==> config.mk <==
export PLATFORM = sky130hd
export DESIGN_NAME = sync_trailer_frame_parser_flat
export DESIGN_NICKNAME = d
export VERILOG_FILES = /design/src/rtl/core/stfp_pkg.sv /design/src/rtl/core/stfp_ifs.sv /design/src/rtl/core/stfp_queue.sv /design/src/rtl/core/stfp_engine.sv /design/src/rtl/core/sync_trailer_frame_parser.sv /design/src/flat_wrapper.sv
export SDC_FILE = /design/constraint.sdc
export NUM_CORES = 1
export LEC_CHECK = 0
export BUFFER_PORTS_ARGS = -buffer_cell sky130_fd_sc_hd__buf_4
export CAP_MARGIN = 20
export CORE_ASPECT_RATIO = 0.6
export CORE_MARGIN = 4
export CORE_UTILIZATION = 55
export CTS_CLUSTER_DIAMETER = 60
export DETAILED_ROUTE_END_ITERATION = 10
export PLACE_DENSITY = 0.77
export SLEW_MARGIN = 20
export SYNTH_ARGS = -nofsm -noshare
export SYNTH_HDL_FRONTEND = slang
export SYNTH_HIERARCHICAL = 1
export SYNTH_SLANG_ARGS = --single-unit
==> constraint.sdc <==
create_clock -name clk -period 4.7 [get_ports clk]
set_input_delay 0.705 -clock clk [delete_from_list [all_inputs] [get_ports clk]]
set_output_delay 0.705 -clock clk [all_outputs]
set_load 0.005 [all_outputs]
==> src/rtl/core/stfp_pkg.sv <==
// Shared types and constants for the sync/trailer frame parser.
`default_nettype none

package stfp_pkg;

  localparam int WIN_LEN     = 24;
  localparam int FILL_W      = 5;
  localparam int PAY_BASE    = 2;
  localparam int NUM_OFFSETS = 4;
  localparam int NUM_CHAN    = 4;

  localparam logic [7:0] SYNC_HI  = 8'h01;
  localparam logic [7:0] SYNC_LO  = 8'h50;
  localparam logic [7:0] TRAIL_HI = 8'hFF;
  localparam logic [7:0] TRAIL_LO = 8'hFE;
  localparam logic [7:0] TOP_POS  = 8'h00;
  localparam logic [7:0] TOP_NEG  = 8'hFF;

  localparam logic [2:0] LAYOUT_LE = 3'd4;

  // queued byte with header flags worked out on the way in
  typedef struct packed {
    logic [7:0] data;
    logic       sync_hi;
    logic       sync_lo;
  } qentry_t;

  typedef struct packed {
    logic [NUM_CHAN-1:0][31:0] chan;
    logic [2:0]                layout;
  } result_t;

  typedef enum logic {
    ST_FILL,
    ST_SCAN
  } eng_state_t;

endpackage

`default_nettype wire

==> src/rtl/core/stfp_ifs.sv <==
// Valid/ready stream interfaces for received bytes and decoded frames.
`default_nettype none

interface stfp_byte_if;
  logic       valid;
  logic       ready;
  logic [7:0] rx_byte;

  modport source (output valid, output rx_byte, input ready);
  modport sink   (input valid, input rx_byte, output ready);
endinterface

interface stfp_result_if;
  logic               valid;
  logic               ready;
  logic signed [31:0] channel_one;
  logic signed [31:0] channel_two;
  logic signed [31:0] channel_three;
  logic signed [31:0] channel_four;
  logic        [2:0]  layout_used;

  modport source (output valid, output channel_one, output channel_two,
                  output channel_three, output channel_four, output layout_used,
                  input ready);
  modport sink   (input valid, input channel_one, input channel_two,
                  input channel_three, input channel_four, input layout_used,
                  output ready);
endinterface

`default_nettype wire

==> src/rtl/core/stfp_queue.sv <==
// Front end: accepts bytes, flags header bytes, and queues them for the engine.
`default_nettype none

module stfp_queue #(
  parameter int DEPTH = 4
) (
  input  logic             clk,
  input  logic             rst,
  stfp_byte_if.sink        rx,
  output logic             q_valid,
  input  logic             q_ready,
  output stfp_pkg::qentry_t q_entry
);
  import stfp_pkg::*;

  localparam int PTR_W = (DEPTH > 1) ? $clog2(DEPTH) : 1;
  localparam int CNT_W = $clog2(DEPTH + 1);

  qentry_t          mem [DEPTH];
  logic [PTR_W-1:0] wr_ptr;
  logic [PTR_W-1:0] rd_ptr;
  logic [CNT_W-1:0] count;
  logic             push;
  logic             pop;
  qentry_t          in_entry;

  assign rx.ready = (count != CNT_W'(DEPTH));
  assign q_valid  = (count != '0);
  assign q_entry  = mem[rd_ptr];
  assign push     = rx.valid && rx.ready;
  assign pop      = q_valid && q_ready;

  always_comb begin
    in_entry.data    = rx.rx_byte;
    in_entry.sync_hi = (rx.rx_byte == SYNC_HI);
    in_entry.sync_lo = (rx.rx_byte == SYNC_LO);
  end

  always_ff @(posedge clk) begin
    if (push) begin
      mem[wr_ptr] <= in_entry;
    end
  end

  always_ff @(posedge clk) begin
    if (rst) begin
      wr_ptr <= '0;
      rd_ptr <= '0;
      count  <= '0;
    end else begin
      if (push) begin
        wr_ptr <= (wr_ptr == PTR_W'(DEPTH - 1)) ? '0 : wr_ptr + 1'b1;
      end
      if (pop) begin
        rd_ptr <= (rd_ptr == PTR_W'(DEPTH - 1)) ? '0 : rd_ptr + 1'b1;
      end
      if (push && !pop) begin
        count <= count + 1'b1;
      end else if (pop && !push) begin
        count <= count - 1'b1;
      end
    end
  end

endmodule

`default_nettype wire

==> src/rtl/core/stfp_engine.sv <==
// Back end: 24-byte window, header walk, trailer check and channel decode.
`default_nettype none

module stfp_engine (
  input  logic              clk,
  input  logic              rst,
  input  logic              q_valid,
  output logic              q_ready,
  input  stfp_pkg::qentry_t q_entry,
  stfp_result_if.source     frame
);
  import stfp_pkg::*;

  eng_state_t        state;
  eng_state_t        state_next;
  qentry_t           win [WIN_LEN];
  logic [FILL_W-1:0] fill;
  logic              out_valid;
  result_t           result;
  result_t           result_next;
  logic              do_load;
  logic              do_shift;
  logic              do_emit;
  logic              hdr_at_front;
  logic              trailer_ok;

  assign hdr_at_front = win[0].sync_hi && win[1].sync_lo;
  assign trailer_ok   = (win[WIN_LEN-2].data == TRAIL_HI) &&
                        (win[WIN_LEN-1].data == TRAIL_LO);

  always_ff @(posedge clk) begin
    if (rst) begin
      state <= ST_FILL;
    end else begin
      state <= state_next;
    end
  end

  // In scan, one shift per cycle while the front two bytes are not a header.
  always_comb begin
    state_next = state;
    q_ready    = 1'b0;
    do_load    = 1'b0;
    do_shift   = 1'b0;
    do_emit    = 1'b0;
    case (state)
      ST_FILL: begin
        q_ready = 1'b1;
        if (q_valid) begin
          do_load = 1'b1;
          if (fill == FILL_W'(WIN_LEN - 1)) begin
            state_next = ST_SCAN;
          end
        end
      end
      ST_SCAN: begin
        if (fill == FILL_W'(1)) begin
          state_next = ST_FILL;
        end else if (hdr_at_front) begin
          if (fill == FILL_W'(WIN_LEN)) begin
            if (trailer_ok) begin
              if (!out_valid || frame.ready) begin
                do_emit    = 1'b1;
                state_next = ST_FILL;
              end
            end else begin
              do_shift   = 1'b1;
              state_next = ST_FILL;
            end
          end else begin
            state_next = ST_FILL;
          end
        end else begin
          do_shift = 1'b1;
        end
      end
      default: begin
        state_next = ST_FILL;
      end
    endcase
  end

  // Channel decode: first big-endian offset whose top bytes are all sign fill, else little-endian.
  always_comb begin
    logic [NUM_OFFSETS-1:0] off_ok;
    logic [7:0]             top;
    off_ok = '1;
    for (int o = 0; o < NUM_OFFSETS; o++) begin
      for (int k = 0; k < NUM_CHAN; k++) begin
        top = win[PAY_BASE + o + 4*k].data;
        if (!(top inside {TOP_POS, TOP_NEG})) begin
          off_ok[o] = 1'b0;
        end
      end
    end
    for (int k = 0; k < NUM_CHAN; k++) begin
      result_next.chan[k] = {win[PAY_BASE + 4*k + 3].data, win[PAY_BASE + 4*k + 2].data,
                             win[PAY_BASE + 4*k + 1].data, win[PAY_BASE + 4*k].data};
    end
    result_next.layout = LAYOUT_LE;
    for (int o = NUM_OFFSETS - 1; o >= 0; o--) begin
      if (off_ok[o]) begin
        for (int k = 0; k < NUM_CHAN; k++) begin
          result_next.chan[k] = {win[PAY_BASE + o + 4*k].data,
                                 win[PAY_BASE + o + 4*k + 1].data,
                                 win[PAY_BASE + o + 4*k + 2].data,
                                 win[PAY_BASE + o + 4*k + 3].data};
        end
        result_next.layout = 3'(o);
      end
    end
  end

  always_ff @(posedge clk) begin
    for (int i = 0; i < WIN_LEN; i++) begin
      if (do_load && fill == FILL_W'(i)) begin
        win[i] <= q_entry;
      end
    end
    if (do_shift) begin
      for (int i = 0; i < WIN_LEN - 1; i++) begin
        win[i] <= win[i+1];
      end
    end
  end

  always_ff @(posedge clk) begin
    if (rst) begin
      fill <= '0;
    end else if (do_load) begin
      fill <= fill + 1'b1;
    end else if (do_shift) begin
      fill <= fill - 1'b1;
    end else if (do_emit) begin
      fill <= '0;
    end
  end

  always_ff @(posedge clk) begin
    if (rst) begin
      out_valid <= 1'b0;
    end else if (do_emit) begin
      out_valid <= 1'b1;
    end else if (frame.ready) begin
      out_valid <= 1'b0;
    end
  end

  always_ff @(posedge clk) begin
    if (do_emit) begin
      result <= result_next;
    end
  end

  assign frame.valid         = out_valid;
  assign frame.channel_one   = $signed(result.chan[0]);
  assign frame.channel_two   = $signed(result.chan[1]);
  assign frame.channel_three = $signed(result.chan[2]);
  assign frame.channel_four  = $signed(result.chan[3]);
  assign frame.layout_used   = result.layout;

endmodule

`default_nettype wire

==> src/rtl/core/sync_trailer_frame_parser.sv <==
// Sync/trailer frame parser top level: byte queue feeding the window engine.
// Bytes enter a QUEUE_DEPTH-word queue at one word per cycle while it is not full.
// The engine takes one byte per cycle into its 24-byte window while filling and
// the queue holds a byte; the byte that completes the window starts a header walk
// that shifts the window one byte per cycle until 01 50 sits at the front or one
// byte is left. A frame (header at the front of a full window and FF FE at the end)
// yields one decoded result held in an output register; the queue keeps taking
// bytes while it has room and the engine walks or waits on the output.
`default_nettype none

module sync_trailer_frame_parser #(
  parameter int QUEUE_DEPTH = 4
) (
  input  logic          clk,
  input  logic          rst,
  stfp_byte_if.sink     rx,
  stfp_result_if.source frame
);
  import stfp_pkg::*;

  logic    q_valid;
  logic    q_ready;
  qentry_t q_entry;

  stfp_queue #(
    .DEPTH (QUEUE_DEPTH)
  ) u_queue (
    .clk     (clk),
    .rst     (rst),
    .rx      (rx),
    .q_valid (q_valid),
    .q_ready (q_ready),
    .q_entry (q_entry)
  );

  stfp_engine u_engine (
    .clk     (clk),
    .rst     (rst),
    .q_valid (q_valid),
    .q_ready (q_ready),
    .q_entry (q_entry),
    .frame   (frame)
  );

endmodule

`default_nettype wire
==> src/flat_wrapper.sv <==
// flat-port wrapper written by rule: the top's interface ports become plain ports
module sync_trailer_frame_parser_flat import stfp_pkg::*;
#(
  parameter int QUEUE_DEPTH = 4
)
  (clk, rst, rx_valid, rx_rx_byte, rx_ready, frame_valid, frame_channel_one, frame_channel_two, frame_channel_three, frame_channel_four, frame_layout_used, frame_ready);
  stfp_byte_if rx_i ();
  stfp_result_if frame_i ();
  input  logic clk;
  input  logic rst;
  input wire logic [$bits(rx_i.valid)-1:0] rx_valid;
  input wire logic [$bits(rx_i.rx_byte)-1:0] rx_rx_byte;
  output wire logic [$bits(rx_i.ready)-1:0] rx_ready;
  output wire logic [$bits(frame_i.valid)-1:0] frame_valid;
  output wire logic [$bits(frame_i.channel_one)-1:0] frame_channel_one;
  output wire logic [$bits(frame_i.channel_two)-1:0] frame_channel_two;
  output wire logic [$bits(frame_i.channel_three)-1:0] frame_channel_three;
  output wire logic [$bits(frame_i.channel_four)-1:0] frame_channel_four;
  output wire logic [$bits(frame_i.layout_used)-1:0] frame_layout_used;
  input wire logic [$bits(frame_i.ready)-1:0] frame_ready;
  assign rx_i.valid = rx_valid;
  assign rx_i.rx_byte = rx_rx_byte;
  assign rx_ready = rx_i.ready;
  assign frame_valid = frame_i.valid;
  assign frame_channel_one = frame_i.channel_one;
  assign frame_channel_two = frame_i.channel_two;
  assign frame_channel_three = frame_i.channel_three;
  assign frame_channel_four = frame_i.channel_four;
  assign frame_layout_used = frame_i.layout_used;
  assign frame_i.ready = frame_ready;
  sync_trailer_frame_parser #(.QUEUE_DEPTH(QUEUE_DEPTH)) u_core (.clk(clk), .rst(rst), .rx(rx_i), .frame(frame_i));
endmodule
==> results by group <==
Status
  – Status: finished, final reports clean

Die
  – Io pins: 145
  – Die width: 257 um
  – Row count: 54
  – Core area: between 30,000 and 40,000 um2
  – Starting Density: roughly 56%
  – Chip height: between 150 and 200 um
  – Total die area: 40,600 um2

Synthesis
  – Cell taking the most area after synthesis: edfxtp_1
  – Post-synth top area share: 57.7%
  – Synth warn: 6
  – Post-synthesis cell count: 1,802
  – Synth area leaders: edfxtp_1, nand2_1, a221oi_2
  – Syn Nets: 1,827
  – FFs w/ async S/R, synth: 0%
  – Seq/Total Area, Yosys: 59.2%
  – Post-synth EDFFs: 394
  – Yosys cell types: 63
  – Syn Area/Cell: 11.4 um2
  – Main flop type after synthesis: edfxtp_1
  – Synthesized cell area: around 20,000 um2
  – Synth Register Bits: 410

Clock network
  – Clock buffer depth: 3
  – Clk slew on worst S/H paths: 0.07 ns
  – CTS Hold Bufs: 0
  – Post-cts sizing count: 0
  – Num CTS Buffers: 40
  – CTS H-tree lvls: 2
  – CTS tree: done
  – Sink Count: between 400 and 500
  – Clk_lat worst skew: 0.57 ns
  – Setup Buffers After CTS: 0
  – Clock Root Buffer: clkbuf_16

Critical path
  – Arrival @ worst endpoint: 3.91 ns
  – Worst Setup SP: u_core/u_engine/fill[1]$_SDFFE_PP0P_
  – Crit-path leading delay family: simple AND/OR/NAND/NOR gates
  – CP Launch Type: flip-flop
  – RR Startpoint: u_core/u_engine/fill[1]$_SDFFE_PP0P_
  – Critical Path Fanout Max: 26
  – Setup CP Type: reg2reg
  – Crit path cell chain: inv_1, ha_1, or4b_1, and2_1, nand2_1, nand2_1
  – Critical Path RT: 4.80 ns
  – Max incr delay on CP: 0.71 ns
  – Slowest CP cell: nand2_1
  – Critical Path Most Common Cell: nand2_1
  – Endpoint class of the critical path: flip-flop
  – Worst Path Buf+Inv: 1

Finish
  – Fin nets: 1,911
  – Final instance area: 23,300 um2
  – Area Overhead vs Synth: 13.6%
  – Share of cells above drive strength 1: 18.2%

Timing
  – Fmax achieved: between 0.2 and 0.3 GHz
  – Fin. max-slew vios: 0
  – Final Hold Fails: 0
  – PnR worst setup slack: between 0.8 and 0.9 ns
  – Tmin final: roughly 3.8 ns
  – Max-slew headroom: 28.8%
  – Clock Skew: 0.0252 ns
  – Final worst hold slack: roughly 0.35 ns
  – RSZ-0062 raised after global routing: no
  – Tcrit/Tclk final: 81.0%
  – Post-route setup TNS: 0 ns
  – Final setup violation count: 0
  – Tightest Pin Transition: 1.06 ns

Placed design
  – RD Place Congestion: 0.977
  – Placed cell areas: roughly 22,000 um2
  – DP HPWL: 44,200 um
  – Place WS: 1.08 ns
  – Port bufs: 144

Detailed routing
  – Iteration-0 DRC Markers: between 2k and 3k
  – Via count: between 15k and 20k
  – Avg WL per Cell: 27.4 um
  – Vias per cell: roughly 6.8
  – DRT Pass-1 Iters: 5
  – Final wirelength: 66,400 um
  – Remaining DRCs: 0
  – Antenna Nets Post-Route: 0

Pwr
  – Power Density: 398 nW/um2
  – P_leak: 8.21 nW
  – Peak VDD IR: around 280 uV
  – Overall power after layout: 0.00927 W

Global route
  – GRT overflow: 0
  – First-pass GRT wire length: 98,400 um
  – Vias in the first global route: around 15k
  – Antenna violations before repair: 0
  – Overall global routing resource usage: a little under a third
  – Pin count of the biggest net entering global routing: approximately 110

Min path
  – Hold crit path type: in2reg
  – Hold Startpoint: rx_rx_byte[2]

Job
  – Maxcap violations: 0
layer usage:
metal	vias up	track usage, %	part of all wire (%)
li1	6983	-	-
met1	7952	47.1	40
met2	1448	44.3	40
met3	191	11.6	17
met4	0	9.88	3.5
met5	-	0	0
sequential cells by signal, summed over array words and instances, names as in the netlist, 3 cells and up, named ones only:
register	count
u_core/u_engine/fill	5
u_core/u_engine/frame.channel_four	32
u_core/u_queue/mem	40
u_core/u_engine/frame.channel_three	32
u_core/u_engine/win	223
u_core/u_engine/frame.layout_used	3
u_core/u_queue/count	3
u_core/u_engine/frame.channel_two	32
u_core/u_engine/frame.channel_one	32
placed cells by master (no fill, tap or decap), drive strengths merged, types with 8 or more instances in the layout:
cell / instances
nand2: 441
edfxtp: 394
buf: 190
nor2: 106
a21oi: 101
o22ai: 72
a221oi: 66
mux2i: 63
nand3: 58
clkbuf: 44
nand4: 36
o22a: 36
a211o: 32
o211a: 31
or3: 31
or4: 25
clkinv: 22
o21ai: 20
dfxtp: 16
and2: 14
inv: 12
ha: 12
a22o: 11
mux4: 10
nor4: 8
through the flow:
stage,instances,util (%)
2_1_floorplan,1802,-
3_3_place_gp,2347,60.1
3_5_place_dp,2347,60.1
4_1_cts,2419,63.6
5_1_grt,2420,63.7
6_report,2421,63.7
final timing paths:
| check | end | slack [ns] | cells after the start |
|---|---|---|---|
| hold reg to reg | u_core/u_engine/win[10][0]$_DFFE_PP_ | 0.51 | 2 |
| setup reg to reg | u_core/u_engine/win[9][5]$_DFFE_PP_ | 0.89 | 6 |
| setup / recovery | u_core/u_engine/win[9][5]$_DFFE_PP_ | 0.89 | 6 |
| hold / removal | u_core/u_queue/mem[0][4]$_DFFE_PP_ | 0.35 | 1 |
cells in the mapped netlist (3+ instances only):
cell type    n
nand2_1    440
edfxtp_1   394
nor2_1     105
a21oi_1    100
clkbuf_1    88
o22ai_1     71
mux2i_1     63
a221oi_2    60
nand3_1     58
buf_2       44
nand4_1     36
o22a_1      36
a211o_1     32
o211a_1     31
or3_1       29
or4_1       25
dfxtp_1     16
o21ai_0     16
and2_1      13
inv_1       13
ha_1        12
a22o_1      11
mux4_2      10
buf_6        9
nor4_1       8
nand2b_1     7
nor3_1       7
a221oi_1     6
buf_4        5
o2111ai_1    5
and3_2       4
o21ai_2      4
o211ai_1     3
o31ai_1      3
or2_1        3
final cells by class:
cell class,count,area (um2)
Inverter,13,52.6
Multi-Input combinational cell,1231,7690
Sequential cell,410,12200
Antenna cell,1,2.50
Tap cell,504,631
Clock buffer,44,1020
Clock inverter,28,270
Timing Repair Buffer,190,1480
Fill cell,2824,13300
power by group:
| part | internal (W) | total (W) | leakage [nW] | switching, W |
|---|---|---|---|---|
| logic | 0.000450 | 0.00159 | 3.91 | 0.00114 |
| clock network | 0.00179 | 0.00323 | 0.619 | 0.00144 |
| registers | 0.00433 | 0.00445 | 3.68 | 0.000121 |
| total | 0.00657 | 0.00927 | 8.21 | 0.00270 |
logic make-up after synthesis:
family / share of synthesized area, %
AND/OR/NAND/NOR: 16.1
adder cells (fa/ha/maj): 0.829
XOR/XNOR: 0.128
multiplexers: 4.17
buffers and inverters: 3.64
AO/OA/AOI/OAI: 15.9
flip-flops: 59.2
Note: power is estimated with default switching activity, not from simulation.
